==> config.mk <==
export PLATFORM = sky130hd
export DESIGN_NAME = gyro_bias_calibrate_and_correct_top
export DESIGN_NICKNAME = d
export VERILOG_FILES = /design/src/rtl/gbc_pkg.sv /design/src/rtl/gyro_bias_calibrate_and_correct_top.sv /design/src/rtl/gbc_div.sv
export SDC_FILE = /design/constraint.sdc
export NUM_CORES = 2
export LEC_CHECK = 0
export ABC_CLOCK_PERIOD_IN_PS = 8330
export BUFFER_PORTS_ARGS = -buffer_cell sky130_fd_sc_hd__buf_2
export CAP_MARGIN = 40
export CELL_PAD_IN_SITES_DETAIL_PLACEMENT = 1
export CELL_PAD_IN_SITES_GLOBAL_PLACEMENT = 2
export CORE_ASPECT_RATIO = 0.75
export CORE_MARGIN = 5
export CORE_UTILIZATION = 40
export CTS_CLUSTER_DIAMETER = 60
export DETAILED_ROUTE_END_ITERATION = 10
export PLACE_DENSITY = 0.79
export SYNTH_ARGS = -nofsm -noshare
export SYNTH_HDL_FRONTEND = slang
export SYNTH_SLANG_ARGS = --single-unit
==> constraint.sdc <==
create_clock -name i_clk -period 8.33 [get_ports i_clk]
set_clock_uncertainty 0.1 [all_clocks]
set_input_delay 1.2495 -clock i_clk [delete_from_list [all_inputs] [get_ports i_clk]]
set_output_delay 1.2495 -clock i_clk [all_outputs]
set_load 0.1 [all_outputs]
==> src/rtl/gbc_pkg.sv <==
// gbc_pkg: shared types and constants of the gyro bias calibrate and correct block
// no dependencies; used by gbc_div and gyro_bias_calibrate_and_correct_top

package gbc_pkg;

    // number of samples averaged per calibration run (1 to 256)
    localparam int CAL_SAMPLES = 100;

    localparam int AXES    = 3;
    localparam int WORD_W  = 16;
    localparam int SUM_W   = 24;
    localparam int CNT_W   = 9;
    localparam int DATA_W  = 6 * WORD_W;
    localparam int USER_W  = 2;

    // result tuser bit positions
    localparam int USER_CALIBRATING = 0;
    localparam int USER_DONE        = 1;

    // input tuser command codes
    localparam logic CMD_SAMPLE = 1'b0;
    localparam logic CMD_BEGIN  = 1'b1;

    // reciprocal for the sum / CAL_SAMPLES step: floor(n * m / 2^31) == floor(n / N)
    // holds for n < N * 2^15 because (N - 1) * n < 2^31
    localparam int DIV_SHIFT  = 31;
    localparam int MAGIC_W    = 32;
    localparam int PROD_W     = SUM_W + MAGIC_W;
    localparam logic [63:0] DIV_MAGIC_64 =
        ((64'd1 << DIV_SHIFT) + 64'(CAL_SAMPLES) - 64'd1) / 64'(CAL_SAMPLES);
    localparam logic [MAGIC_W-1:0] DIV_MAGIC = DIV_MAGIC_64[MAGIC_W-1:0];

    typedef logic signed [WORD_W-1:0] t_word;
    typedef logic signed [SUM_W-1:0]  t_sum;
    typedef logic [CNT_W-1:0]         t_count;

    typedef t_word [AXES-1:0] t_word_vec;
    typedef t_sum  [AXES-1:0] t_sum_vec;

    // status of the offset divider toward the datapath
    typedef struct packed {
        logic busy;
        logic valid;
    } t_div_status;

endpackage

==> src/rtl/gyro_bias_calibrate_and_correct_top.sv <==
// gyro_bias_calibrate_and_correct_top: gyro offset correction with averaging calibration
// depends on gbc_pkg and gbc_div
//
// usage
//   s_axis carries one sensor read per transfer: tuser is the command (sample or
//   begin calibration), tdata the accel and gyro words. m_axis returns exactly one
//   result transfer per input transfer, in order: accel passed through, gyro with
//   the stored axis offset removed (-1 when the difference is not strictly inside the
//   int16 range), and the calibrating / calibration_done flags in tuser.
//   a begin command zeroes offsets, sums and count and answers with all-zero data
//   and calibrating set; the next CAL_SAMPLES samples are summed per axis and the
//   one that completes the run carries calibration_done.
// pipeline and throughput
//   input register, then result register; one transfer per cycle while m_axis
//   accepts and the divider is idle. after the completing sample the input stage
//   holds while the shared reciprocal divider turns the sums into new offsets.
// reset and stall
//   synchronous active-low reset empties both stages and clears offsets, sums,
//   count and collecting. when m_axis stalls the result register holds, the input
//   register still takes one more item, then s_axis_tready drops.

module gyro_bias_calibrate_and_correct_top (
    input  logic                        i_clk,
    input  logic                        i_rst_n,
    input  logic                        s_axis_tvalid,
    output logic                        s_axis_tready,
    // accel_x, accel_y, accel_z, gyro_x, gyro_y, gyro_z (16 bits each)
    input  logic [gbc_pkg::DATA_W-1:0]  s_axis_tdata,
    // command
    input  logic [0:0]                  s_axis_tuser,
    output logic                        m_axis_tvalid,
    input  logic                        m_axis_tready,
    // accel_x, accel_y, accel_z, gyro_x, gyro_y, gyro_z (16 bits each)
    output logic [gbc_pkg::DATA_W-1:0]  m_axis_tdata,
    // calibrating, calibration_done
    output logic [gbc_pkg::USER_W-1:0]  m_axis_tuser
);

    // input register
    logic                           r_in_valid;
    logic [gbc_pkg::DATA_W-1:0]     r_in_data;
    logic                           r_in_cmd;

    // result register
    logic                           r_out_valid;
    logic [gbc_pkg::DATA_W-1:0]     r_out_data;
    logic [gbc_pkg::USER_W-1:0]     r_out_user;
    logic [gbc_pkg::DATA_W-1:0]     n_out_data;
    logic [gbc_pkg::USER_W-1:0]     n_out_user;

    // calibration state
    gbc_pkg::t_word_vec             r_offsets;
    gbc_pkg::t_sum_vec              r_sums;
    gbc_pkg::t_count                r_samples_taken;
    logic                           r_collecting;
    logic                           r_div_req;
    gbc_pkg::t_sum_vec              n_sums;
    gbc_pkg::t_count                n_samples_taken;

    gbc_pkg::t_word_vec             w_gyro_corr;
    gbc_pkg::t_word_vec             w_div_quot;
    gbc_pkg::t_div_status           w_div_status;
    logic                           w_div_busy;
    logic                           w_advance;
    logic                           w_complete;
    logic                           w_is_begin;

    // divider busy covers the request cycle too, offsets are stale until load
    assign w_div_busy    = r_div_req | w_div_status.busy;
    assign w_advance     = r_in_valid && (!r_out_valid || m_axis_tready) && !w_div_busy;
    assign s_axis_tready = !r_in_valid || w_advance;
    assign w_is_begin    = (r_in_cmd == gbc_pkg::CMD_BEGIN);

    // correction, accumulation and result formatting
    always_comb begin
        logic signed [gbc_pkg::WORD_W:0] diff;
        logic [gbc_pkg::WORD_W-1:0]      raw;
        for (int a = 0; a < gbc_pkg::AXES; a++) begin
            raw  = r_in_data[(3 + a) * gbc_pkg::WORD_W +: gbc_pkg::WORD_W];
            diff = $signed({raw[gbc_pkg::WORD_W-1], raw}) -
                   $signed({r_offsets[a][gbc_pkg::WORD_W-1], r_offsets[a]});
            // keep only differences strictly inside the int16 range
            if (diff > -17'sd32768 && diff < 17'sd32767) begin
                w_gyro_corr[a] = diff[gbc_pkg::WORD_W-1:0];
            end else begin
                w_gyro_corr[a] = '1;
            end
            n_sums[a] = r_sums[a] + {{(gbc_pkg::SUM_W - gbc_pkg::WORD_W)
                                       {w_gyro_corr[a][gbc_pkg::WORD_W-1]}}, w_gyro_corr[a]};
        end
        n_samples_taken = r_samples_taken + 1'b1;
        w_complete      = r_collecting &&
                          (n_samples_taken >= gbc_pkg::CNT_W'(gbc_pkg::CAL_SAMPLES));

        n_out_data = '0;
        n_out_user = '0;
        if (w_is_begin) begin
            n_out_user[gbc_pkg::USER_CALIBRATING] = 1'b1;
        end else begin
            n_out_data[0 +: 3 * gbc_pkg::WORD_W] = r_in_data[0 +: 3 * gbc_pkg::WORD_W];
            for (int a = 0; a < gbc_pkg::AXES; a++) begin
                n_out_data[(3 + a) * gbc_pkg::WORD_W +: gbc_pkg::WORD_W] = w_gyro_corr[a];
            end
            n_out_user[gbc_pkg::USER_CALIBRATING] = r_collecting && !w_complete;
            n_out_user[gbc_pkg::USER_DONE]        = w_complete;
        end
    end

    // input stage
    always_ff @(posedge i_clk) begin
        if (!i_rst_n) begin
            r_in_valid <= 1'b0;
        end else if (s_axis_tready) begin
            r_in_valid <= s_axis_tvalid;
        end
    end

    always_ff @(posedge i_clk) begin
        if (s_axis_tvalid && s_axis_tready) begin
            r_in_data <= s_axis_tdata;
            r_in_cmd  <= s_axis_tuser[0];
        end
    end

    // result stage
    always_ff @(posedge i_clk) begin
        if (!i_rst_n) begin
            r_out_valid <= 1'b0;
        end else if (w_advance) begin
            r_out_valid <= 1'b1;
        end else if (m_axis_tready) begin
            r_out_valid <= 1'b0;
        end
    end

    always_ff @(posedge i_clk) begin
        if (w_advance) begin
            r_out_data <= n_out_data;
            r_out_user <= n_out_user;
        end
    end

    // calibration state: begin clears, samples accumulate, divider loads offsets
    always_ff @(posedge i_clk) begin
        if (!i_rst_n) begin
            r_offsets       <= '0;
            r_sums          <= '0;
            r_samples_taken <= '0;
            r_collecting    <= 1'b0;
            r_div_req       <= 1'b0;
        end else begin
            r_div_req <= 1'b0;
            if (w_div_status.valid) begin
                r_offsets <= w_div_quot;
            end
            if (w_advance) begin
                if (w_is_begin) begin
                    r_offsets       <= '0;
                    r_sums          <= '0;
                    r_samples_taken <= '0;
                    r_collecting    <= 1'b1;
                end else if (r_collecting) begin
                    r_sums          <= n_sums;
                    r_samples_taken <= n_samples_taken;
                    if (w_complete) begin
                        r_collecting <= 1'b0;
                        r_div_req    <= 1'b1;
                    end
                end
            end
        end
    end

    gbc_div u_div (
        .i_clk    (i_clk),
        .i_rst_n  (i_rst_n),
        .i_start  (r_div_req),
        .i_sums   (r_sums),
        .o_status (w_div_status),
        .o_quot   (w_div_quot)
    );

    assign m_axis_tvalid = r_out_valid;
    assign m_axis_tdata  = r_out_data;
    assign m_axis_tuser  = r_out_user;

    // no item moves through while the offsets are being recomputed
    a_no_advance_while_dividing: assert property (@(posedge i_clk) disable iff (!i_rst_n)
        w_div_busy |-> !w_advance)
        else $error("item advanced while offsets were being loaded");

    // offsets stay zero for the whole collection run
    a_offsets_zero_while_collecting: assert property (@(posedge i_clk) disable iff (!i_rst_n)
        r_collecting |-> (r_offsets == '0))
        else $error("nonzero offset during collection");

    // count never reaches the run length while still collecting
    a_count_bounded: assert property (@(posedge i_clk) disable iff (!i_rst_n)
        r_collecting |-> (r_samples_taken < gbc_pkg::CNT_W'(gbc_pkg::CAL_SAMPLES)))
        else $error("sample count ran past the calibration length");

    // offsets change only through a begin command or a divider load
    a_offsets_source: assert property (@(posedge i_clk) disable iff (!i_rst_n)
        !w_div_status.valid && !(w_advance && w_is_begin) |=> $stable(r_offsets))
        else $error("offsets changed without begin or divider load");

    // done and calibrating are never flagged together
    a_flags_exclusive: assert property (@(posedge i_clk) disable iff (!i_rst_n)
        r_out_valid |-> !(r_out_user[gbc_pkg::USER_DONE] &&
                          r_out_user[gbc_pkg::USER_CALIBRATING]))
        else $error("done and calibrating both set");

endmodule

==> src/rtl/gbc_div.sv <==
// gbc_div: divides the three axis sums by the calibration sample count
// depends on gbc_pkg; quotients valid after the magnitude and product registers

module gbc_div (
    input  logic                i_clk,
    input  logic                i_rst_n,
    input  logic                i_start,
    input  gbc_pkg::t_sum_vec   i_sums,
    output gbc_pkg::t_div_status o_status,
    output gbc_pkg::t_word_vec  o_quot
);

    logic                                   r_v1;
    logic                                   r_v2;
    logic [gbc_pkg::AXES-1:0]               r_neg;
    logic [gbc_pkg::AXES-1:0][gbc_pkg::SUM_W-1:0]  r_mag;
    logic [gbc_pkg::AXES-1:0][gbc_pkg::PROD_W-1:0] r_prod;
    logic [gbc_pkg::AXES-1:0][gbc_pkg::SUM_W-1:0]  n_mag;
    logic [gbc_pkg::AXES-1:0][gbc_pkg::PROD_W-1:0] n_prod;

    always_comb begin
        for (int a = 0; a < gbc_pkg::AXES; a++) begin
            // magnitude of the sum, sign kept apart for truncation toward zero
            n_mag[a]  = i_sums[a][gbc_pkg::SUM_W-1] ? (~i_sums[a] + 1'b1) : i_sums[a];
            n_prod[a] = {{gbc_pkg::MAGIC_W{1'b0}}, r_mag[a]} *
                        {{gbc_pkg::SUM_W{1'b0}}, gbc_pkg::DIV_MAGIC};
        end
    end

    always_ff @(posedge i_clk) begin
        if (!i_rst_n) begin
            r_v1 <= 1'b0;
            r_v2 <= 1'b0;
        end else begin
            r_v1 <= i_start;
            r_v2 <= r_v1;
        end
    end

    always_ff @(posedge i_clk) begin
        if (i_start) begin
            for (int a = 0; a < gbc_pkg::AXES; a++) begin
                r_neg[a] <= i_sums[a][gbc_pkg::SUM_W-1];
                r_mag[a] <= n_mag[a];
            end
        end
        if (r_v1) begin
            r_prod <= n_prod;
        end
    end

    always_comb begin
        for (int a = 0; a < gbc_pkg::AXES; a++) begin
            o_quot[a] = r_neg[a]
                ? ~r_prod[a][gbc_pkg::DIV_SHIFT +: gbc_pkg::WORD_W] + 1'b1
                : r_prod[a][gbc_pkg::DIV_SHIFT +: gbc_pkg::WORD_W];
        end
        o_status.busy  = r_v1 | r_v2;
        o_status.valid = r_v2;
    end

endmodule

**Word level (Yosys, flattened, before mapping)**

Cells that the tools add are included.

- $add $sub $neg: 13
- Multipliers: 3
- Magnitude comparators: 7
- Multiplexer cells: 22
- Bitwise gates (word level): 11
- Reduce and logical (&&, ||, !) cells: 18

Operators with widths:

| operator | number |
|---|---|
| $mux 48 | 3 |
| $mux 72 | 2 |
| $mul 24x25->47 const B | 3 |
| $mux 16 | 6 |
| $add 24x1->24 const B | 3 |
| $add 24x24->24 | 3 |
| $not 24->24 | 3 |
| $mux 23 | 3 |
| $gt 17x16->1 const B | 3 |
| $lt 17x16->1 const B | 3 |
| $sub 16x16->17 | 3 |
| $add 16x1->16 const B | 3 |
| $not 16->16 | 3 |
| $mux 9 | 2 |
| $add 9x1->9 const B | 1 |
| $ge 9x7->1 const B | 1 |
| $logic_and 1x1->1 | 8 |
| $mux 1 | 6 |
| $logic_not 1->1 | 4 |
| $reduce_bool 2->1 | 2 |
| $reduce_or 4->1 | 1 |
| $not 1->1 | 3 |
| $logic_or 1x1->1 | 2 |
| $or 1x1->1 | 2 |
| $reduce_and 2->1 | 1 |

- Flip-flop bits (word level): 546
- Input bits: 101
- Output and inout bits: 100
- Word-level logic and storage cells: 101

**Depth between registers and ports, before layout**

- Depth in word-level cells: 7
- Depth in mapped cells: 28
- Gate-level depth less buffers: 27

**Modules after synthesis**

Synthesis repeated with hierarchy kept, for this count alone.

- Cell total of the unflattened synthesis: 4,948
- Area, all modules: 51,565.7 um2

Modules (own cells, without submodules):

| module | times used | cells an instance | area an instance (um2) | sequential area each (um2) |
|---|---|---|---|---|
| gbc_div | 1 | 3,225 | 33,893.8 | 3,733.6 |
| gyro_bias_calibrate_and_correct_top | 1 | 1,723 | 17,671.9 | 8,518.2 |

**Worst setup path before layout**

No wires, ideal clock.

- Kind: reg2reg
- Start point: register u_div.r_mag[4] (netlist bit)
- End point: register u_div.r_prod[43] (netlist bit) (data pin)
- Library setup time: 0.262 ns
- Arrival: 6.551 ns
- Required time: 7.968 ns
- Path slack: 1.417 ns
- Stages on the path, launching flop included: 20
- Path buffers: 0
- Clock period less this slack: 6.913 ns
- Path through: edfxtp_1 > fa_1 > fa_1 > inv_1 > fa_1 > fa_1 > fa_1 > inv_1 > fa_1 > fa_1 > ha_1 > nor2b_1 > o311a_1 > or4_1 > o311ai_1 > o211ai_1 > a31oi_1 > o21ai_0 > a211oi_1 > a21oi_1

RTL lines:

| item | line | text |
|---|---|---|
| start: declaration | gbc_div.sv:16 | `logic [gbc_pkg::AXES-1:0][gbc_pkg::SUM_W-1:0] r_mag;` |
| start signal: indexed assignment | gbc_div.sv:44 | `r_mag[a] <= n_mag[a];` |
| end signal: assignment | gbc_div.sv:48 | `r_prod <= n_prod;` |
| end: declaration | gbc_div.sv:17 | `logic [gbc_pkg::AXES-1:0][gbc_pkg::PROD_W-1:0] r_prod;` |

==> metrics.yaml <==
final-hold-violation-count: 0
initial_core_util_pct: 40.19
timing.slew.headroom_pct: 39.68
async_flop_share_pct: 0
netlist_top_cells_area: "fa_1, ha_1, edfxtp_1, inv_1, dfxtp_1"
antenna_found_initial: 5
cp_top_family: "adder cells"
synth_seq_area_share_pct: 24.12
clk_pin_slew_ps: 60
synth_nets: 6458
die_w_um: 421.5
tns_ps: 0
criticalPathCategory: "flop to flop"
r2r_setup_slack_ps: 460
ios: 201
io_buffers: 200
cts_resized: 0
synth_most_common_cell: "inv_1"
final_util_pct: 44.25
area_growth_pct: 10.11
yosysUniqueCellTypes: 84
cp.required_ps: 8720
synthCells: 4900
grt_overflow: 0
grt_pass1_vias: 38300
cp_common_cell: "fa_1"
route.detailed.wl_per_inst_um: 21.60
synth-main-ff-cell: "edfxtp_1"
synth.cell_area_um2: 50790
synth-edff-count: 318
cts_made_buffers: 56
worst_slew_pin_slew_ps: 904.9
fp.dieH_um: 318.6
rows: 113
start_kind: "flop"
power.density_nw_per_um2: 108.3
cts_buffer_depth: 3
wl_mm: 147.7
drc: 0
num_vias: 35280
hp-class: "flop to flop"
multi_input_area_um2: 34190
holdWs_ps: 391.7
rsz0062_at_grt: "false"
dr.pass1.iters: 5
setup_violations: 0
first_iter_violations: 1857
avgViaCountPerCell: 5.158
crit_chain: "fa_1 > fa_1 > inv_1 > fa_1 > fa_1 > inv_1 > fa_1 > fa_1 > inv_1 > fa_1 > inv_1 > ha_1 > nand3_1 > nor2_1 > o211ai_1 > nor4_1 > o311ai_1 > buf_4 > o21ai_0 > o2111ai_1 > a21oi_1 > nor4_1 > a311oi_1"
stdcell_area_um2: 55930
hpwl_mm: 124.7
ys_seq_elements: 453
cts_max_level: 2
p_leak_nw: 27.48
min_period_over_period_pct: 94.43
synth_top_area_cell: "fa_1"
holdBufCountCts: 0
critPathSlowestCell: "fa_1"
peakVddDrop_v: 0.0001788
cpPeakStageDelay_ps: 680
dpl_cell_area_um2: 53980
slew_viol_final: 0
gp_congestion: 0.9381
layout.area.seq_um2: 12260
cts_root_buffer: "clkbuf_16"
cts_tree: "yes"
gr-usage-all-layers_pct: 22.13
synth_top_area_share_pct: 24.00
postSynthAreaPerCell_um2: 10.37
finalCriticalPeriod_ps: 7866
arrival_ps: 8260
ant_nets: 0
max_freq_mhz: 127.1
core_area_um2: 126400
clock_sinks: 453
drive_gt1_share_pct: 7.585
cp_max_fo: 8
insertion_delay_ps: 680
fin_nets: 6678
ys_warn_count: 0
num-fill-cells: 14070
end_kind: "flop"
post_cts_buffers: 0
grt_pass1_wl_mm: 231.2
maxCapViolCount: 0
die_area_um2: 134300
status: "completed"
crit_buf_inv: 5
grt_max_degree: 77
yosys-top-cells-count: "inv_1, ha_1, fa_1, edfxtp_1, nand2_1"
-- worst reg2reg max path: cells and delay by family, from the launching register on --
kind / cells / cell delay [ps]
buffers and inverters: 5 / 430
and+or+nand+nor: 4 / 870
adders and majority gates: 8 / 4160
AOI/OAI and AO/OA: 6 / 1570
DFF: 1 / 560
-- logic make-up after synthesis --
family                   count (synthesis)  synth area share (%)
AO/OA/AOI/OAI                          738                 9.538
XOR/XNOR                               243                 4.190
adder cells (fa/ha/maj)               1457                 44.89
buffers and inverters                 1166                 8.646
flip-flops                             453                 24.12
multiplexers                            17                0.3448
AND/OR/NAND/NOR                        826                 8.269
-- sequential cells by signal, summed over array words and instances, names as in the netlist --
signal,count
r_collecting,1
r_in_cmd,1
r_sums,72
u_div.r_v1,1
r_in_valid,1
u_div.r_prod,48
m_axis_tuser,2
r_in_data,96
u_div.r_neg,3
r_div_req,1
r_samples_taken,9
m_axis_tvalid,1
m_axis_tdata,96
u_div.r_v2,1
r_offsets,48
u_div.r_mag,72
-- layout make-up --
| type | instances | area share [%] |
|---|---|---|
| timing repair buffer | 237 | 2.412 |
| clock buffer | 62 | 2.602 |
| inverter | 1091 | 7.327 |
| antenna | 6 | 0.02685 |
| sequential | 453 | 21.92 |
| clock inverter | 44 | 0.8524 |
| multi-input combinational | 3281 | 61.13 |
| tap | 1667 | 3.729 |
-- metrics by stage --
step                      power [mW]  setup WS, ps  instances
after floorplan                3.292          1417       4900
after global placement         3.532         602.7       6722
after detailed placement       3.552         520.2       6728
after CTS                      6.131         527.7       6834
after global routing           6.318         119.7       6835
final                          6.059         464.2       6841
-- report_power, final --
| group | switching, mW | leakage (nW) | internal [mW] |
|---|---|---|---|
| registers | 0.0432 | 4.21 | 2.49 |
| logic | 0.694 | 22.4 | 0.275 |
| clock network | 1.14 | 0.907 | 1.42 |
| total | 1.88 | 27.5 | 4.18 |
-- metal layers --
metal | GRT usage, % | vias to the layer above | wire (um)
met4 | 4.399 | 2 | 3093
met5 | 0.1064 | - | 13
met2 | 32.56 | 685 | 61370
met3 | 5.082 | 134 | 9120
met1 | 33.31 | 17760 | 74130
li1 | - | 16700 | -
-- final timing paths --
check                 start               end  cells after the start
min reg2reg   r_offsets[33]     r_offsets[33]                      2
min           r_offsets[33]     r_offsets[33]                      2
max reg2reg  u_div.r_mag[7]  u_div.r_prod[46]                     23
max          u_div.r_mag[7]  u_div.r_prod[46]                     23
-- cells in the final DEF, fill, tap and decap left out, drive strengths merged, types with 36 or more instances in the layout --
| cell type | netlist | layout |
|---|---|---|
| a211oi | 65 | 65 |
| a21o | 67 | 67 |
| a21oi | 190 | 190 |
| a22oi | 40 | 40 |
| buf | 12 | 237 |
| clkbuf | 63 | 62 |
| dfxtp | 135 | 135 |
| edfxtp | 318 | 318 |
| fa | 609 | 609 |
| ha | 848 | 848 |
| inv | 1091 | 1098 |
| nand2 | 220 | 220 |
| nand2b | 45 | 45 |
| nand3 | 42 | 42 |
| nor2 | 156 | 156 |
| nor2b | 126 | 126 |
| nor3 | 52 | 52 |
| o21ai | 165 | 165 |
| o31ai | 44 | 44 |
| or3 | 36 | 36 |
| xnor2 | 148 | 148 |
| xor2 | 95 | 95 |
Power figures use the tool's default switching activity.
